### src/sv/blfp_pkg.sv
`default_nettype none

package blfp_pkg;

    localparam int COUNT_BITS_DEF = 8;

    localparam int CFG_W     = 8;
    localparam int CFG_IDX_W = 1;
    localparam int DUTY_W    = 8;
    localparam int PROD_W    = 2 * DUTY_W;
    localparam int DIV_CNT_W = $clog2(PROD_W);

    localparam logic [CFG_IDX_W-1:0] REG_PERIOD = 1'b0;
    localparam logic [CFG_IDX_W-1:0] REG_STEPS  = 1'b1;

    localparam logic [CFG_W-1:0] PERIOD_RESET = 8'd157;
    localparam logic [CFG_W-1:0] STEPS_RESET  = 8'd100;
    localparam logic [CFG_W-1:0] PERIOD_MIN   = 8'd2;

    typedef enum logic [1:0] {
        MODE_IDLE   = 2'd0,
        MODE_BRIGHT = 2'd1,
        MODE_HELD   = 2'd2,
        MODE_DIM    = 2'd3
    } mode_t;

    typedef struct packed {
        logic load_btn;
        logic res_held;
        logic res_idle;
        logic clear_was;
        logic start_bright;
        logic start_dim;
        logic mul;
        logic div_step;
        logic ramp_tick;
        logic out_load;
    } blfp_cmd_t;

    typedef struct packed {
        mode_t mode;
        logic  btn;
        logic  was;
        logic  steps_gt1;
        logic  div_last;
        logic  new_step;
    } blfp_status_t;

endpackage

`default_nettype wire

### src/sv/blfp_dp.sv
`default_nettype none

module blfp_dp #(
    parameter int COUNT_BITS = blfp_pkg::COUNT_BITS_DEF
) (
    input  wire logic                               clk,
    input  wire logic                               rst_n,
    input  wire logic                               cfg_we,
    input  wire logic [blfp_pkg::CFG_IDX_W-1:0]     cfg_index,
    input  wire logic [blfp_pkg::CFG_W-1:0]         cfg_data,
    input  wire logic                               button_pressed,
    input  wire blfp_pkg::blfp_cmd_t                cmd,
    output blfp_pkg::blfp_status_t                  st,
    output logic                                    led_on,
    output logic [1:0]                              mode
);
    import blfp_pkg::*;

    localparam int CNT_W = COUNT_BITS + 1;

    logic [CFG_W-1:0]     period_reg, period_next;
    logic [CFG_W-1:0]     steps_reg, steps_next;
    mode_t                mode_reg, mode_next;
    logic                 was_reg, was_next;
    logic [DUTY_W-1:0]    step_reg, step_next;
    logic [DUTY_W-1:0]    duty_reg, duty_next;
    logic                 lit_reg, lit_next;
    logic [CNT_W-1:0]     tick_reg, tick_next;
    logic [DIV_CNT_W-1:0] div_cnt_reg, div_cnt_next;
    logic                 btn_reg, btn_next;
    logic [PROD_W-1:0]    quot_reg, quot_next;
    logic [DUTY_W-1:0]    rem_reg, rem_next;
    logic                 res_led_reg, res_led_next;
    mode_t                res_mode_reg, res_mode_next;
    logic                 led_reg, led_next;
    mode_t                omode_reg, omode_next;

    logic [CFG_W-1:0]     eff_period;
    logic [CFG_W-1:0]     eff_steps;
    logic [DUTY_W-1:0]    rest;
    logic [DUTY_W-1:0]    pause_val;
    logic [COUNT_BITS-1:0] pause_masked;
    logic [CNT_W-1:0]     half_len;
    logic [CNT_W-1:0]     tick_inc;
    logic                 boundary;
    logic                 last_step;
    logic [DUTY_W:0]      rem_sh;
    logic                 rem_ge;
    logic [DUTY_W:0]      rem_sub;
    logic [PROD_W-1:0]    quot_sh;

    assign eff_period = (period_reg < PERIOD_MIN) ? PERIOD_MIN : period_reg;
    assign eff_steps  = (steps_reg == '0) ? CFG_W'(1) : steps_reg;

    // pause length: lit half of a brightening step and dark half of a dimming step use duty
    assign rest      = (eff_period > duty_reg) ? (eff_period - duty_reg) : '0;
    assign pause_val = (lit_reg == (mode_reg == MODE_BRIGHT)) ? duty_reg : rest;
    assign pause_masked = COUNT_BITS'(pause_val);
    assign half_len  = CNT_W'(pause_masked) + CNT_W'(1);
    assign tick_inc  = tick_reg + CNT_W'(1);
    assign boundary  = (tick_inc >= half_len);
    assign last_step = ({1'b0, step_reg} + 9'd1) >= {1'b0, eff_steps};

    // restoring divider, one quotient bit a cycle
    assign rem_sh  = {rem_reg, quot_reg[PROD_W-1]};
    assign rem_ge  = (rem_sh >= {1'b0, eff_steps});
    assign rem_sub = rem_ge ? (rem_sh - {1'b0, eff_steps}) : rem_sh;
    assign quot_sh = {quot_reg[PROD_W-2:0], rem_ge};

    always_comb
    begin
        period_next   = period_reg;
        steps_next    = steps_reg;
        mode_next     = mode_reg;
        was_next      = was_reg;
        step_next     = step_reg;
        duty_next     = duty_reg;
        lit_next      = lit_reg;
        tick_next     = tick_reg;
        div_cnt_next  = div_cnt_reg;
        btn_next      = btn_reg;
        quot_next     = quot_reg;
        rem_next      = rem_reg;
        res_led_next  = res_led_reg;
        res_mode_next = res_mode_reg;
        led_next      = led_reg;
        omode_next    = omode_reg;

        if (cfg_we)
        begin
            case (cfg_index)
                REG_PERIOD: period_next = cfg_data;
                REG_STEPS:  steps_next  = cfg_data;
                default:    ;
            endcase
        end

        if (cmd.load_btn)
            btn_next = button_pressed;

        if (cmd.res_held)
        begin
            res_led_next  = 1'b1;
            res_mode_next = MODE_HELD;
        end

        if (cmd.res_idle)
        begin
            res_led_next  = 1'b0;
            res_mode_next = MODE_IDLE;
            mode_next     = MODE_IDLE;
        end

        if (cmd.clear_was)
            was_next = 1'b0;

        if (cmd.start_bright || cmd.start_dim)
        begin
            mode_next = cmd.start_dim ? MODE_DIM : MODE_BRIGHT;
            step_next = cmd.start_dim ? DUTY_W'(1) : '0;
            was_next  = cmd.start_bright;
            lit_next  = 1'b1;
            tick_next = '0;
        end

        if (cmd.mul)
        begin
            quot_next    = PROD_W'(step_reg) * PROD_W'(eff_period - CFG_W'(1));
            rem_next     = '0;
            div_cnt_next = '0;
        end

        if (cmd.div_step)
        begin
            quot_next    = quot_sh;
            rem_next     = rem_sub[DUTY_W-1:0];
            div_cnt_next = div_cnt_reg + DIV_CNT_W'(1);
            if (st.div_last)
                duty_next = quot_sh[DUTY_W-1:0] + DUTY_W'(1);
        end

        if (cmd.ramp_tick)
        begin
            res_led_next  = lit_reg;
            res_mode_next = mode_reg;
            if (boundary)
            begin
                tick_next = '0;
                if (lit_reg)
                    lit_next = 1'b0;
                else if (last_step)
                    mode_next = (mode_reg == MODE_BRIGHT) ? MODE_HELD : MODE_IDLE;
                else
                begin
                    step_next = step_reg + DUTY_W'(1);
                    lit_next  = 1'b1;
                end
            end
            else
                tick_next = tick_inc;
        end

        if (cmd.out_load)
        begin
            led_next   = res_led_reg;
            omode_next = res_mode_reg;
        end
    end

    always_ff @(posedge clk or negedge rst_n)
    begin
        if (!rst_n)
        begin
            period_reg  <= PERIOD_RESET;
            steps_reg   <= STEPS_RESET;
            mode_reg    <= MODE_IDLE;
            was_reg     <= 1'b0;
            step_reg    <= '0;
            duty_reg    <= '0;
            lit_reg     <= 1'b0;
            tick_reg    <= '0;
            div_cnt_reg <= '0;
            led_reg     <= 1'b0;
            omode_reg   <= MODE_IDLE;
        end
        else
        begin
            period_reg  <= period_next;
            steps_reg   <= steps_next;
            mode_reg    <= mode_next;
            was_reg     <= was_next;
            step_reg    <= step_next;
            duty_reg    <= duty_next;
            lit_reg     <= lit_next;
            tick_reg    <= tick_next;
            div_cnt_reg <= div_cnt_next;
            led_reg     <= led_next;
            omode_reg   <= omode_next;
        end
    end

    always_ff @(posedge clk)
    begin
        btn_reg      <= btn_next;
        quot_reg     <= quot_next;
        rem_reg      <= rem_next;
        res_led_reg  <= res_led_next;
        res_mode_reg <= res_mode_next;
    end

    assign st.mode      = mode_reg;
    assign st.btn       = btn_reg;
    assign st.was       = was_reg;
    assign st.steps_gt1 = (eff_steps > CFG_W'(1));
    assign st.div_last  = (div_cnt_reg == DIV_CNT_W'(PROD_W - 1));
    assign st.new_step  = boundary && !lit_reg && !last_step;

    assign led_on = led_reg;
    assign mode   = omode_reg;

    a_dark_outside_ramp: assert property (@(posedge clk) disable iff (!rst_n)
        (mode_reg == MODE_IDLE || mode_reg == MODE_HELD) |-> !lit_reg)
        else $error("lit half flag set outside a ramp");

    a_tick_bound: assert property (@(posedge clk) disable iff (!rst_n)
        tick_reg < CNT_W'(256))
        else $error("pause counter beyond longest pause");

endmodule

`default_nettype wire

### src/sv/blfp_ctrl.sv
`default_nettype none

module blfp_ctrl (
    input  wire logic                    clk,
    input  wire logic                    rst_n,
    input  wire logic                    in_valid,
    output logic                         in_stall,
    output logic                         out_valid,
    input  wire logic                    out_stall,
    input  wire blfp_pkg::blfp_status_t  st,
    output blfp_pkg::blfp_cmd_t          cmd
);
    import blfp_pkg::*;

    typedef enum logic [5:0] {
        S_READY = 6'b000001,
        S_EVAL  = 6'b000010,
        S_MUL   = 6'b000100,
        S_DIV   = 6'b001000,
        S_RAMP  = 6'b010000,
        S_OUT   = 6'b100000
    } state_t;

    state_t state_reg, state_next;
    logic   to_ramp_reg, to_ramp_next;   // after the divide: ramp tick (start) or output (step)
    logic   ovalid_reg, ovalid_next;
    logic   in_take;
    logic   out_free;

    assign in_stall = (state_reg != S_READY);
    assign in_take  = in_valid && !in_stall;
    assign out_free = !ovalid_reg || !out_stall;

    always_comb
    begin
        cmd          = '0;
        state_next   = state_reg;
        to_ramp_next = to_ramp_reg;
        ovalid_next  = ovalid_reg && out_stall;

        case (state_reg)
            S_READY:
            begin
                if (in_take)
                begin
                    cmd.load_btn = 1'b1;
                    state_next   = S_EVAL;
                end
            end
            S_EVAL:
            begin
                if (st.mode == MODE_HELD)
                begin
                    cmd.res_held = st.btn;
                    cmd.res_idle = !st.btn;
                    state_next   = S_OUT;
                end
                else if (st.mode == MODE_IDLE)
                begin
                    if (st.btn)
                    begin
                        cmd.start_bright = 1'b1;
                        to_ramp_next     = 1'b1;
                        state_next       = S_MUL;
                    end
                    else if (st.was && st.steps_gt1)
                    begin
                        cmd.start_dim = 1'b1;
                        to_ramp_next  = 1'b1;
                        state_next    = S_MUL;
                    end
                    else
                    begin
                        cmd.res_idle  = 1'b1;
                        cmd.clear_was = 1'b1;
                        state_next    = S_OUT;
                    end
                end
                else
                    state_next = S_RAMP;
            end
            S_MUL:
            begin
                cmd.mul    = 1'b1;
                state_next = S_DIV;
            end
            S_DIV:
            begin
                cmd.div_step = 1'b1;
                if (st.div_last)
                    state_next = to_ramp_reg ? S_RAMP : S_OUT;
            end
            S_RAMP:
            begin
                cmd.ramp_tick = 1'b1;
                if (st.new_step)
                begin
                    to_ramp_next = 1'b0;
                    state_next   = S_MUL;
                end
                else
                    state_next = S_OUT;
            end
            S_OUT:
            begin
                if (out_free)
                begin
                    cmd.out_load = 1'b1;
                    ovalid_next  = 1'b1;
                    state_next   = S_READY;
                end
            end
            default:
                state_next = S_READY;
        endcase
    end

    always_ff @(posedge clk or negedge rst_n)
    begin
        if (!rst_n)
        begin
            state_reg   <= S_READY;
            to_ramp_reg <= 1'b0;
            ovalid_reg  <= 1'b0;
        end
        else
        begin
            state_reg   <= state_next;
            to_ramp_reg <= to_ramp_next;
            ovalid_reg  <= ovalid_next;
        end
    end

    assign out_valid = ovalid_reg;

    a_accept_to_eval: assert property (@(posedge clk) disable iff (!rst_n)
        in_take |=> (state_reg == S_EVAL))
        else $error("request accepted but not evaluated");

    a_div_exit: assert property (@(posedge clk) disable iff (!rst_n)
        (state_reg == S_DIV && st.div_last) |=> (state_reg == S_RAMP || state_reg == S_OUT))
        else $error("divide did not finish to ramp or output");

endmodule

`default_nettype wire

### src/sv/button_led_fade_pwm_top.sv
// Button driven LED fade, one request per prescaled tick.
// An idle or held tick is evaluated and registered; a plain ramp tick adds the ramp
// update; a ramp start adds an 8x8 multiply and a 16-bit restoring divide for the
// duty before the update, a new step after it. No request is taken until output.
// Reset: idle, LED off, period 157 and 100 ramp steps; no clearing pass.
`default_nettype none

module button_led_fade_pwm_top #(
    parameter int COUNT_BITS = blfp_pkg::COUNT_BITS_DEF
) (
    input  wire logic                           clk,
    input  wire logic                           rst_n,
    input  wire logic                           cfg_we,
    input  wire logic [blfp_pkg::CFG_IDX_W-1:0] cfg_index,
    input  wire logic [blfp_pkg::CFG_W-1:0]     cfg_data,
    input  wire logic                           in_valid,
    output logic                                in_stall,
    input  wire logic                           button_pressed,
    output logic                                out_valid,
    input  wire logic                           out_stall,
    output logic                                led_on,
    output logic [1:0]                          mode
);
    import blfp_pkg::*;

    blfp_cmd_t    cmd;
    blfp_status_t st;

    blfp_ctrl u_ctrl (
        .clk       (clk),
        .rst_n     (rst_n),
        .in_valid  (in_valid),
        .in_stall  (in_stall),
        .out_valid (out_valid),
        .out_stall (out_stall),
        .st        (st),
        .cmd       (cmd)
    );

    blfp_dp #(
        .COUNT_BITS (COUNT_BITS)
    ) u_dp (
        .clk            (clk),
        .rst_n          (rst_n),
        .cfg_we         (cfg_we),
        .cfg_index      (cfg_index),
        .cfg_data       (cfg_data),
        .button_pressed (button_pressed),
        .cmd            (cmd),
        .st             (st),
        .led_on         (led_on),
        .mode           (mode)
    );

endmodule

`default_nettype wire
### config.mk
export PLATFORM = sky130hd
export DESIGN_NAME = button_led_fade_pwm_top
export DESIGN_NICKNAME = d
export VERILOG_FILES = /design/src/sv/blfp_pkg.sv /design/src/sv/blfp_dp.sv /design/src/sv/blfp_ctrl.sv /design/src/sv/button_led_fade_pwm_top.sv
export SDC_FILE = /design/constraint.sdc
export NUM_CORES = 1
export LEC_CHECK = 0
export BUFFER_PORTS_ARGS = -buffer_cell sky130_fd_sc_hd__buf_4
export CAP_MARGIN = 15
export CORE_ASPECT_RATIO = 0.9
export CORE_MARGIN = 2
export CORE_UTILIZATION = 58
export CTS_CLUSTER_SIZE = 30
export DETAILED_ROUTE_END_ITERATION = 6
export PLACE_DENSITY = 0.78
export SLEW_MARGIN = 20
export SYNTH_ARGS = -nofsm -noshare
export SYNTH_HDL_FRONTEND = slang
export SYNTH_SLANG_ARGS = --single-unit
### constraint.sdc
create_clock -name clk -period 6.3 [get_ports clk]
set_input_delay 1.575 -clock clk [delete_from_list [all_inputs] [get_ports clk]]
set_output_delay 1.575 -clock clk [all_outputs]
set_load 0.05 [all_outputs]
* After elaboration in Yosys (flattened, before gate mapping) *
Cells that the tools add are included.
W data, S select, Z words.

word-level totals
  register bits = 88
  bits of input ports = 15
  output and inout port bits = 5
  word-level logic and storage cells = 155

operators by class
  add/sub/neg operators = 9
  $mul = 1
  magnitude comparators = 6
  eq/ne operators = 18
  multiplexer cells = 76
  bitwise gates (word level) = 1
  reduce and logical (&&, ||, !) cells = 25

operators by type and width
  operator               count
  $mux W8                12
  $mux W6                9
  $pmux W6 S6            1
  $mux W16               2
  $mux W1                30
  $mux W9                3
  $mux W2                13
  $add A8 B1 Y9 const B  2
  $ge A9 B8 Y1           2
  $add A8 B1 Y8 const B  2
  $mul A8 B16 Y16        1
  $sub A8 B8 Y8          2
  $mux W4                3
  $add A9 B1 Y9 const B  1
  $ge A9 B9 Y1           1
  $sub A8 B1 Y9 const B  1
  $gt A8 B1 Y1 const B   1
  $gt A8 B8 Y1           1
  $logic_not A8 Y1       1
  $lt A8 B2 Y1 const B   1
  $reduce_bool A2 Y1     4
  $eq A6 B1 Y1 const B   1
  $eq A6 B2 Y1 const B   1
  $eq A6 B3 Y1 const B   1
  other kinds (24)       40

* Logic depth before layout (Yosys ltp) *
Gate-level depths: netlist of run 1.

  depth after elaboration = 15
  depth in mapped cells = 25
  gate-level depth less buffers = 25

* Modules after synthesis *
A second synthesis of run 1 with hierarchy kept.

unflattened totals
  cell total of the unflattened synthesis = 840
  area total of the unflattened synthesis = 8092.8 um^2

by module, submodules not included
  module     instances  cells each  area an instance (um^2)  seq. area each (um^2)
  blfp_dp    1          776         7529.7                   2152.1
  blfp_ctrl  1          64          563.0                    201.4

* Worst setup path before layout of run 1 *
OpenSTA, ideal clock, no wires.

  kind = flip-flop to flip-flop
  from = register u_dp.period_reg[4]
  to = register u_dp.quot_reg[15], data pin
  setup time = 269 ps
  arrival time = 6199 ps
  required time = 6031 ps
  slack = -168 ps
  cell stages (with the launch flop) = 24
  path buffers = 0
  clock period less this slack = 6468 ps
  path through = dfstp_2 or3_1 or2_2 nor3_1 inv_1 o21ai_1 ha_1 inv_1 or3_1 xnor2_1 and2_1 fa_1 fa_1 fa_1 inv_1 fa_1 inv_1 ha_1 and2_1 and3_1 a221oi_1 o21ai_0 xnor2_1 o21ai_0

on the way
  word-level cells in the longest chain between the ends = 6

RTL lines
  element                   line            text
  start: declaration        blfp_dp.sv:21   logic [CFG_W-1:0] period_reg, period_next;
  start signal: assignment  blfp_dp.sv:188  period_reg <= period_next;
  $lt A8 B2 Y1              blfp_dp.sv:52   assign eff_period = (period_reg < PERIOD_MIN) ? PERIOD_MIN : period_reg;
  $mux W8 (*)               blfp_dp.sv:52
  $sub A8 B1 Y9 (*)         blfp_dp.sv:128  quot_next = PROD_W'(step_reg) * PROD_W'(eff_period - CFG_W'(1));
  $mul A8 B16 Y16 (*)       blfp_dp.sv:128
  $mux W16 (*)              blfp_dp.sv:126  if (cmd.mul)
  $mux W16 (*)              blfp_dp.sv:133  if (cmd.div_step)
  via u_dp.quot_next[15]    blfp_dp.sv:31   logic [PROD_W-1:0] quot_reg, quot_next;
  end signal: assignment    blfp_dp.sv:205  quot_reg <= quot_next;
  end: declaration          blfp_dp.sv:31

Mark *: on every way through the listed nets, which the timed path passes. The rest lies on a longest branch. The select of a mux whose other input is x is not followed.
A chain may end at the register's enable or synchronous reset.

* Final worst setup path of run 1 *
  from = register u_dp.period_reg[4]
  to = register u_dp.quot_reg[13], data pin

Same word-level chain as after synthesis.

==> metrics.cfg, run 1 <==
[outcome]
run_status=finished, final reports clean

[die]
die_x_um=130
ios=20
core_mm2=0.0140
std_cell_rows=41
die_area_mm2=0.0152
initial_core_util_pct=59.0
die-height_um=117

[synth]
ys_seq_elements=88
synth_area_mm2=0.00823
synthesis.nets=1025
ys.warnings.count=0
synth_edf_count=28
yosysUniqueCellTypes=69
synth_top_cell_area_share_pct=15.5
synth_top_area_cell=dfrtp_1
postSynth.asyncResetShare_pct=68.2
ys_top_cells_by_area=dfrtp_1 (16%), fa_1 (14%), edfxtp_1 (10%), ha_1 (9.6%), inv_1 (5.1%)
syn_inst=888
yosysSeqAreaShare_pct=28.6
synthFlopType=dfrtp_1
syn_area_per_cell_um2=9.27

[layout]
layout_commonest_cell=inv_1
final_area_mm2=0.00931
nNetsFinal=1060
diodes=0
largest_reg_flops=16
drive_above_1_share_pct=16.9
layout_common_cells=inv_1 (107), nand2_1 (83), fa_1 (57), ha_1 (57), buf_4 (53)
syn2layout_area_growth_pct=13.1

[route]
num_vias=6449
post-route-drc-count=0
drtAntennaViolNets=0
drt_iter0_markers=566
totalWireLength_mm=18.6
vias_per_cell=5.75
wire_per_inst_um=16.6
first_pass_iters=7

[grt]
antenna_found_initial=0
grt_pass1_vias=6057
grt_use_total_pct=25.5
grt_overflow=0
grt_max_degree=61
grt_pass1_wl_mm=30.1

[timing]
fin_crit_ns=6.16
fin_worst_skew_ns=0.00906
setup-violations-final=0
holdWs_ns=0.486
setup_tns_ns=0
relSlewSlack_pct=30.6
min_period_over_period_pct=97.9
slew_viol_final=0
tightest_slew_ns=1.04
fmax_ghz=0.162
hold_violations=0

[setup_path]
cp.arrival_ns=6.25
worst-setup-path-type=flop to flop
required_ns=6.39
path_max_fanout=5
critPathLaunchType=flop
crit_path_end_kind=flop

[clocking]
clockRootBuffer=clkbuf_16
clockBufferDepth=2
clkTransAtPathRegs_ns=0.07
cts_max_level=3
cts_buffers=9
cts_hold_buf=0
cts_tree=yes
cts.sinks=88
clk_latency_ns=0.35

[place]
dpl-instance-area_mm2=0.00869
hpwl_mm=13.7
gp_congestion=0.908
io_buffers=19

[hold_path]
hp-class=flop to flop

[power]
p_leak_nw=4.15
vdd.ir_drop.worst_mv=0.200
total_power_w=0.00219
power_density_mw_per_mm2=235

[job]
maxCapViolCount=0

cell families after synthesis:
group,Yosys count,synth area share [%]
adders and majority gates,122,23.9
and+or+nand+nor,301,19.2
buffers and inverters,144,6.78
AOI/OAI and AO/OA,159,12.7
DFF,88,28.6
xor gates and xnor gates,49,5.22
muxes,25,3.53
repair_timing:
item                       CTS  global route
pin swaps                   14            22
setup endpoints to repair    5             7
gates resized for setup     19            27
setup buffers                5             4
per-stage QoR:
step                      worst slack, ns  utilization, %  std cells
after floorplan                  0.000525               -        888
after global placement            0.00283            62.3       1096
after detailed placement           -0.188            62.3       1096
after CTS                          0.0164            65.7       1117
after global routing              -0.0572            66.7       1121
final                               0.135            66.7       1121
final timing paths:
check                                               start  depth (start not counted)                         endpoint  slack [ns]
max                        u_dp.period_reg[4]$_DFFE_PN1P_                         23      u_dp.quot_reg[13]$_DFFE_PP_        0.14
min                        u_dp.res_mode_reg[1]$_DFFE_PP_                          1         u_dp.mode[1]$_DFFE_PN0P_        0.49
max reg2reg                u_dp.period_reg[4]$_DFFE_PN1P_                         23      u_dp.quot_reg[13]$_DFFE_PP_        0.14
min reg2reg                u_dp.res_mode_reg[1]$_DFFE_PP_                          1         u_dp.mode[1]$_DFFE_PN0P_        0.49
max in group asynchronous                           rst_n                          1   u_dp.period_reg[1]$_DFFE_PN0P_        4.49
min in group asynchronous                           rst_n                          1  u_dp.div_cnt_reg[2]$_DFFE_PN0P_        1.30
worst max-delay path: stages, from the launching register on:
cell	delay (ns)
dfstp_2	0.37
or3_4	0.38
or2_4	0.25
nor3_4	0.14
inv_2	0.05
o21ai_2	0.14
ha_2	0.24
inv_4	0.06
or3_4	0.36
xnor2_4	0.24
and2_4	0.19
fa_1	0.44
fa_1	0.52
fa_1	0.50
inv_1	0.07
fa_1	0.56
inv_1	0.08
ha_4	0.26
and2_1	0.15
and3_1	0.19
a221oi_2	0.32
buf_4	0.19
xor2_2	0.15
a21oi_2	0.06
routing by layer:
metal / wire length, um / up-vias / global-route usage (%)
li1: - / 3084 / -
met1: 8750 / 3136 / 38.0
met2: 8320 / 202 / 37.9
met3: 1160 / 27 / 5.32
met4: 331 / 0 / 6.95
met5: 0 / - / 0
cells in the mapped netlist, types with 4 or more instances:
cell / count
or3_1: 5
nor2b_1: 24
nand2b_1: 19
and2_1: 39
a21boi_0: 4
mux2_2: 20
o21a_1: 7
nor4_1: 6
nand4_1: 7
nor2_1: 40
or2_2: 6
a21o_1: 10
buf_2: 4
o21bai_1: 5
o211ai_1: 4
a22o_1: 9
nor3_1: 15
a31o_2: 6
edfxtp_1: 28
nand3_1: 19
and3_1: 13
a211oi_1: 10
o21ai_0: 38
nand2_1: 85
nor3b_1: 4
dfstp_2: 9
clkbuf_1: 23
dfrtp_1: 51
o31ai_1: 5
xor2_1: 18
a31oi_1: 6
ha_1: 63
a21oi_1: 36
fa_1: 59
inv_1: 112
xnor2_1: 31
area by class of cell:
cell class | instances | area (um^2)
Fill cell | 1103 | 4650
Tap cell | 193 | 241
Multi-Input combinational cell | 656 | 5520
Clock buffer | 11 | 264
Sequential cell | 88 | 2350
Inverter | 113 | 427
Clock inverter | 5 | 85.1
Timing Repair Buffer | 55 | 420
report_power, final:
| part | total (W) | internal, W | switching, W | leakage (nW) |
|---|---|---|---|---|
| combinational | 0.000822 | 0.000343 | 0.000479 | 2.97 |
| clock | 0.000621 | 0.000385 | 0.000236 | 0.173 |
| sequential | 0.000742 | 0.000665 | 0.0000770 | 1.01 |
| total | 0.00219 | 0.00139 | 0.000792 | 4.15 |
No activity file was read; power rests on OpenSTA's default activity.
==> inputs of run 2 (changes only) <==
==> constraint.sdc (replaced) <==
create_clock -name clk -period 6.3 [get_ports clk]
set_input_delay 0 -clock clk [delete_from_list [all_inputs] [get_ports clk]]
set_output_delay 0 -clock clk [all_outputs]
set_load 0.05 [all_outputs]
==> run 2 against run 1 <==
  * Register-to-register slack improved by 0.04 ns
  * Critical path depth unchanged
  * Clock power about the same
  * Maximum frequency is 0.60% higher
  * Highest routed layer unchanged
  * Die area did not move
  * Power rose by 0.43%
  * Clock skew is 0.00054 ns lower
  * Global-route usage grew 0.40 points
  * Largest cell class unchanged
  * Final area grew 1.3%
  * Sequential power is essentially flat
  * Cell count increased by 1.1%
==> metrics.cfg, run 2 (synthesis results as in run 1) <==
[place]
gp_congestion=0.908  ; unchanged
pre_cts_slack_ns=-0.188  ; unchanged
hpwl_mm=13.7  ; unchanged
placed_cells=1096  ; unchanged
io_buffers=19  ; unchanged

[clocking]
cts_max_level=3  ; unchanged
cts_tree=yes
cts_buffers=9  ; unchanged
clockRootBuffer=clkbuf_16
clk_latency_ns=0.35  ; about the same
clockBufferDepth=2  ; unchanged
cts.sinks=88  ; unchanged
clkTransAtPathRegs_ns=0.07  ; about the same

[die]
die-height_um=117  ; unchanged
core_mm2=0.0140  ; unchanged
initial_core_util_pct=59.0  ; unchanged
ios=20  ; unchanged
die_area_mm2=0.0152  ; unchanged
die_x_um=130  ; unchanged
std_cell_rows=41  ; unchanged

[grt]
grt_max_degree=61  ; unchanged
grt_pass1_vias=6140  ; +1.4%
grt.met2_usage_pct=39.2  ; +1.3 points
grt_use_total_pct=25.9  ; +0.40 points
use_met1_pct=38.2  ; +0.15 points
grt_pass1_wl_mm=30.5  ; +1.5%
top_usage_layer=met2
grt_overflow=0  ; unchanged
antenna_found_initial=0  ; unchanged
grtUsageMet3_pct=5.27  ; -0.045 points

[setup_path]
endpoint=u_dp.quot_reg[13]$_DFFE_PP_
r2r_cells=23  ; unchanged
critPathTopFamily=adder cells
crit_start=u_dp.period_reg[4]$_DFFE_PN1P_
regToRegSetupSlack_ns=0.17  ; +0.04 ns
critPathLaunchType=flop
r2r-end=u_dp.quot_reg[13]$_DFFE_PP_
required_ns=6.39  ; about the same
cp.arrival_ns=6.22  ; -0.03 ns
worst-setup-path-type=flop to flop
path_common_cell=fa_1
worst_path_max_delay_cell=fa_1
r2r_start=u_dp.period_reg[4]$_DFFE_PN1P_
crit_path_end_kind=flop
path_cells=or3_4 -> or2_4 -> nor3_4 -> inv_2 -> o21ai_2 -> ha_2 -> inv_4 -> or3_4 -> xnor2_4 -> and2_4 -> fa_1 -> fa_1 -> fa_1 -> inv_1 -> fa_1 -> inv_1 -> ha_4 -> and2_1 -> and3_1 -> a221oi_2 -> buf_4 -> xor2_2 -> a21oi_2
path_max_fanout=5  ; unchanged
cp.depth=23  ; unchanged
cpPeakStageDelay_ns=0.56  ; about the same
worst-path-buf-inv=5  ; unchanged

[layout]
fillers=1089  ; -1.3%
largest_reg_flops=16  ; unchanged
syn2layout_area_growth_pct=14.6
regArea_mm2=0.00235  ; unchanged
nNetsFinal=1072  ; +1.1%
layout_commonest_cell=inv_1
instances_no_fill=1133  ; +1.1%
layout_common_cells=inv_1 (107), nand2_1 (83), fa_1 (57), ha_1 (57), buf_4 (53)
multi_input_area_mm2=0.00552  ; unchanged
diodes=0  ; unchanged
drive_above_1_share_pct=16.7  ; -0.22 points

[outcome]
run_status=finished, final reports clean

[hold_path]
hp-class=primary input to flop
whs_path_depth=3  ; +2
hp-start=cfg_index

[route]
first_pass_iters=7  ; unchanged
post-route-drc-count=0  ; unchanged
vias_per_cell=5.74  ; -0.15%
drtAntennaViolNets=0  ; unchanged
totalWireLength_mm=18.8  ; +1.2%
num_vias=6508  ; +0.91%
wire_per_inst_um=16.6  ; +0.11%
drt_iter0_markers=514  ; -9.2%

[power]
total_power_w=0.00220  ; +0.43%
power_density_mw_per_mm2=233  ; -0.85%
p_leak_nw=4.20  ; +1.2%
vdd.ir_drop.worst_mv=0.202  ; +1.2%

[timing]
fmax_ghz=0.163  ; +0.60%
setup-violations-final=0  ; unchanged
hold_violations=0  ; unchanged
holdWs_ns=0.188  ; -0.299 ns
fin_worst_skew_ns=0.00852  ; -0.000539 ns
relSlewSlack_pct=32.6  ; +2.0 points
layout_setup_ws_ns=0.172  ; +0.0370 ns
slew_viol_final=0  ; unchanged
setup_tns_ns=0  ; unchanged
min_period_over_period_pct=97.3  ; -0.59 points
tightest_slew_ns=1.01  ; -0.0293 ns
fin_crit_ns=6.13  ; -0.0370 ns

[job]
maxCapViolCount=0  ; unchanged

-- run 2: worst reg2reg max path: cells and delay by family, from the launching register on --
family | cells | cell delay, ns
AOI/OAI and AO/OA | 3 | 0.50
xor gates and xnor gates | 2 | 0.39
adders and majority gates | 6 | 2.52
buffers and inverters | 5 | 0.45
DFF | 1 | 0.37
and+or+nand+nor | 7 | 1.64
-- run 2: cell type report --
class,count,share of cell area (%)
Multi-Input combinational cell,656,58.5
Sequential cell,88,25.0
Timing Repair Buffer,67,5.73
Inverter,113,4.53
Clock buffer,11,2.80
Tap cell,193,2.56
Clock inverter,5,0.903
-- run 2: how the worst min path moves through the flow --
stage | to | slack, ns
6_report | u_dp.period_reg[2]$_DFFE_PN1P_ | 0.19
5_1_grt | u_dp.period_reg[4]$_DFFE_PN1P_ | 0.20
4_1_cts | u_dp.period_reg[2]$_DFFE_PN1P_ | 0.16
3_5_place_dp | u_ctrl.state_reg[1]$_DFFE_PN0P_ | 0.12
3_3_place_gp | u_dp.div_cnt_reg[3]$_DFFE_PN0P_ | 0.12
2_1_floorplan | u_ctrl.out_valid$_DFF_PN0_ | -0.30
-- run 2: stage by stage --
stage               utilization (%)  cell area (um^2)
floorplan                         -              8240
global route                   67.6              9430
CTS                            66.5              9280
detailed placement             62.3              8690
global placement               62.3              8690
finish                         67.6              9430
-- run 2: repair_timing --
action	CTS	global route
pin swaps	14	22
resized for setup	19	27
endpoints found under the setup margin	5	7
setup buffers	5	4
hold endpoints to repair	72	0
hold buffers	12	0
-- run 2: power by group --
part | switching, W | internal, W
Combinational | 0.000482 | 0.000348
Clock | 0.000237 | 0.000385
Sequential | 0.0000770 | 0.000665
Total | 0.000796 | 0.00140
-- run 2: layer usage --
layer / wire length [um] / vias up / share of wire (%)
li1: - / 3109 / -
met1: 8790 / 3163 / 47
met2: 8540 / 210 / 46
met3: 1110 / 26 / 5.9
met4: 331 / 0 / 1.8
met5: 0 / - / 0
==> inputs of run 3 (changes only) <==
--- a/config.mk
+++ b/config.mk
@@ -7,12 +7,14 @@
 export LEC_CHECK = 0
 export BUFFER_PORTS_ARGS = -buffer_cell sky130_fd_sc_hd__buf_4
 export CAP_MARGIN = 15
+export CELL_PAD_IN_SITES_DETAIL_PLACEMENT = 1
+export CELL_PAD_IN_SITES_GLOBAL_PLACEMENT = 1
 export CORE_ASPECT_RATIO = 0.9
 export CORE_MARGIN = 2
-export CORE_UTILIZATION = 58
+export CORE_UTILIZATION = 46
 export CTS_CLUSTER_SIZE = 30
 export DETAILED_ROUTE_END_ITERATION = 6
-export PLACE_DENSITY = 0.78
+export PLACE_DENSITY_LB_ADDON = 0.1
 export SLEW_MARGIN = 20
 export SYNTH_ARGS = -nofsm -noshare
 export SYNTH_HDL_FRONTEND = slang
==> run 3 against run 2 <==
  * Sequential share of layout area barely moved
  * Global-route usage fell by 2.2 points
  * Clock power decreased by 5.8%
  * Highest routed layer unchanged
  * Clock-buffer cell count unchanged
  * Wire length rose by 16%
  * Combinational power is 3.4% higher
  * Clock skew up 0.0010 ns
  * Die area rose by 25%
  * Sequential power about the same
==> metrics.cfg, run 3 (synthesis results as in run 1) <==
[outcome]
run_status=finished, final reports clean

[setup_path]
required_ns=6.41  ; +0.02 ns
worst-path-buf-inv=8  ; +3
path_max_fanout=4  ; -1
crit_path_end_kind=flop
worst-setup-path-type=flop to flop
r2r_cells=27  ; +17%
worst_path_max_delay_cell=fa_1
critPathTopFamily=adder cells
cpPeakStageDelay_ns=0.52  ; -0.04 ns
regToRegSetupSlack_ns=0.09  ; -0.08 ns
r2r_start=u_dp.period_reg[2]$_DFFE_PN1P_
r2r-end=u_dp.quot_reg[11]$_DFFE_PP_
critPathLaunchType=flop
cp.arrival_ns=6.32  ; +0.10 ns

[grt]
grt_max_degree=61  ; unchanged
grt_pass1_vias=7037  ; +15%
antenna_found_initial=0  ; unchanged
grt.met2_usage_pct=42.5  ; +3.3 points
use_met1_pct=30.5  ; -7.7 points
grt_overflow=0  ; unchanged
grt_pass1_wl_mm=35.7  ; +17%
grt_use_total_pct=23.6  ; -2.2 points
top_usage_layer=met2
grtUsageMet3_pct=3.13  ; -2.1 points

[timing]
slew_viol_final=0  ; unchanged
setup_tns_ns=0  ; unchanged
fin_worst_skew_ns=0.00955  ; +0.00103 ns
rsz0062_at_grt=yes
relSlewSlack_pct=29.4  ; -3.2 points
fin_crit_ns=6.21  ; +0.0802 ns
setup-violations-final=0  ; unchanged
min_period_over_period_pct=98.5  ; +1.3 points
hold_violations=0  ; unchanged
fmax_ghz=0.161  ; -1.3%
tightest_slew_ns=1.06  ; +0.0486 ns

[layout]
syn2layout_area_growth_pct=14.6  ; about the same
drive_above_1_share_pct=17.2  ; +0.48 points
fillers=1996  ; +83%
nNetsFinal=1069  ; -0.28%
largest_reg_flops=16  ; unchanged
layout_commonest_cell=inv_1
regArea_mm2=0.00235  ; unchanged
multi_input_area_mm2=0.00552  ; about the same
fin_util_pct=53.7  ; -14 points
diodes=0  ; unchanged
instances_no_fill=1177  ; +3.9%
layout_common_cells=inv_1 (103), nand2_1 (83), fa_1 (58), ha_1 (55)

[hold_path]
hold_end=u_dp.period_reg[0]$_DFFE_PN1P_
hp-start=cfg_index
hp-class=primary input to flop
whs_path_depth=3  ; unchanged

[route]
vias_per_cell=5.53  ; -3.8%
wire_per_inst_um=18.5  ; +12%
num_vias=6505  ; -0.046%
drt_iter0_markers=316  ; -39%
drtAntennaViolNets=0  ; unchanged
post-route-drc-count=0  ; unchanged
totalWireLength_mm=21.8  ; +16%
first_pass_iters=4  ; -3

[power]
switching_share_pct=38.1  ; +1.8 points
cell_internal_pwr_w=0.00135  ; -3.2%
power_density_mw_per_mm2=232  ; -0.44%
power.net_switching_w=0.000832  ; +4.5%
p_leak_nw=4.15  ; -1.1%
p_seq_share_pct=33.9  ; about the same
combPwrFrac_pct=39.3  ; +1.5 points
p_clk_share_pct=26.8  ; -1.5 points
vdd.ir_drop.worst_mv=0.113  ; -44%

[place]
gp_congestion=0.901  ; -0.78%
placed_cells=1141  ; +4.1%
hpwl_mm=16.8  ; +23%
io_buffers=19  ; unchanged

[die]
std_cell_rows=46  ; +12%
die_x_um=145  ; +12%
initial_core_util_pct=46.9  ; -12 points
die_area_mm2=0.0190  ; +25%
die-height_um=131  ; +12%
ios=20  ; unchanged
core_mm2=0.0176  ; +26%

[clocking]
clk_latency_ns=0.36  ; about the same
cts.sinks=88  ; unchanged
cts_buffers=9  ; unchanged
clkTransAtPathRegs_ns=0.07  ; about the same
cts_max_level=3  ; unchanged
clockBufferDepth=2  ; unchanged
cts_tree=yes
clockRootBuffer=clkbuf_16

[job]
maxCapViolCount=0  ; unchanged

==> run 3: worst max-delay path by stage <==
| stage | cells past startpoint | to | start | slack [ns] |
|---|---|---|---|---|
| 2_1_floorplan | 24 | u_dp.quot_reg[15]$_DFFE_PP_ | u_dp.period_reg[4]$_DFFE_PN1P_ | 0.0005 |
| 3_3_place_gp | 23 | u_dp.quot_reg[13]$_DFFE_PP_ | u_dp.period_reg[4]$_DFFE_PN1P_ | 0.04 |
| 3_5_place_dp | 27 | u_dp.quot_reg[11]$_DFFE_PP_ | u_dp.period_reg[4]$_DFFE_PN1P_ | -0.21 |
| 4_1_cts | 27 | u_dp.quot_reg[11]$_DFFE_PP_ | u_dp.period_reg[4]$_DFFE_PN1P_ | 0.008 |
| 5_1_grt | 26 | u_dp.quot_reg[11]$_DFFE_PP_ | u_dp.period_reg[2]$_DFFE_PN1P_ | -0.11 |
| 6_report | 27 | u_dp.quot_reg[11]$_DFFE_PP_ | u_dp.period_reg[2]$_DFFE_PN1P_ | 0.09 |
==> run 3: what timing repair did <==
action	in CTS	in global routing
endpoints found under the hold margin	71	0
pin swaps	2	37
cloned	0	0
resized for setup	10	44
buffers inserted	2	6
hold buffers	12	0
setup endpoints to repair	4	7
==> run 3: metal layers <==
layer	share of wire, %	up-vias
met5	0	-
met3	3.2	20
met4	1.3	0
met1	44	3324
li1	-	3083
met2	51	78
==> run 3: power groups by stage <==
stage	Combinational [W]	Clock (W)	Sequential, W
2_1_floorplan	0.000573	0	0.000742
3_3_place_gp	0.000787	0	0.000745
3_5_place_dp	0.000826	0	0.000750
4_1_cts	0.000842	0.000599	0.000739
5_1_grt	0.000956	0.000623	0.000753
6_report	0.000859	0.000586	0.000742
==> run 3: metrics by stage <==
step	instance area (um^2)	setup slack, ns	hold WS [ns]	power, W
finish	9430	0.0920	0.178	0.00219
global route	9430	-0.112	0.200	0.00233
CTS	9230	0.00801	0.163	0.00218
detailed placement	8740	-0.214	0.147	0.00158
global placement	8740	0.0379	0.120	0.00153
floorplan	8240	0.000525	-0.296	0.00131
==> run 3: area by class of cell <==
cell class                      instances  area share (%)
Tap cell                              240            3.18
Sequential cell                        88            25.0
Clock inverter                          5           0.716
Multi-Input combinational cell        656            58.5
Timing Repair Buffer                   64            5.45
Clock buffer                           11            2.69
Inverter                              113            4.50
==> run 3: tightest hold or removal path, stage by stage <==
cell	delay, ns
buf_4	0.08
nor2b_1	0.15
mux2_2	0.27
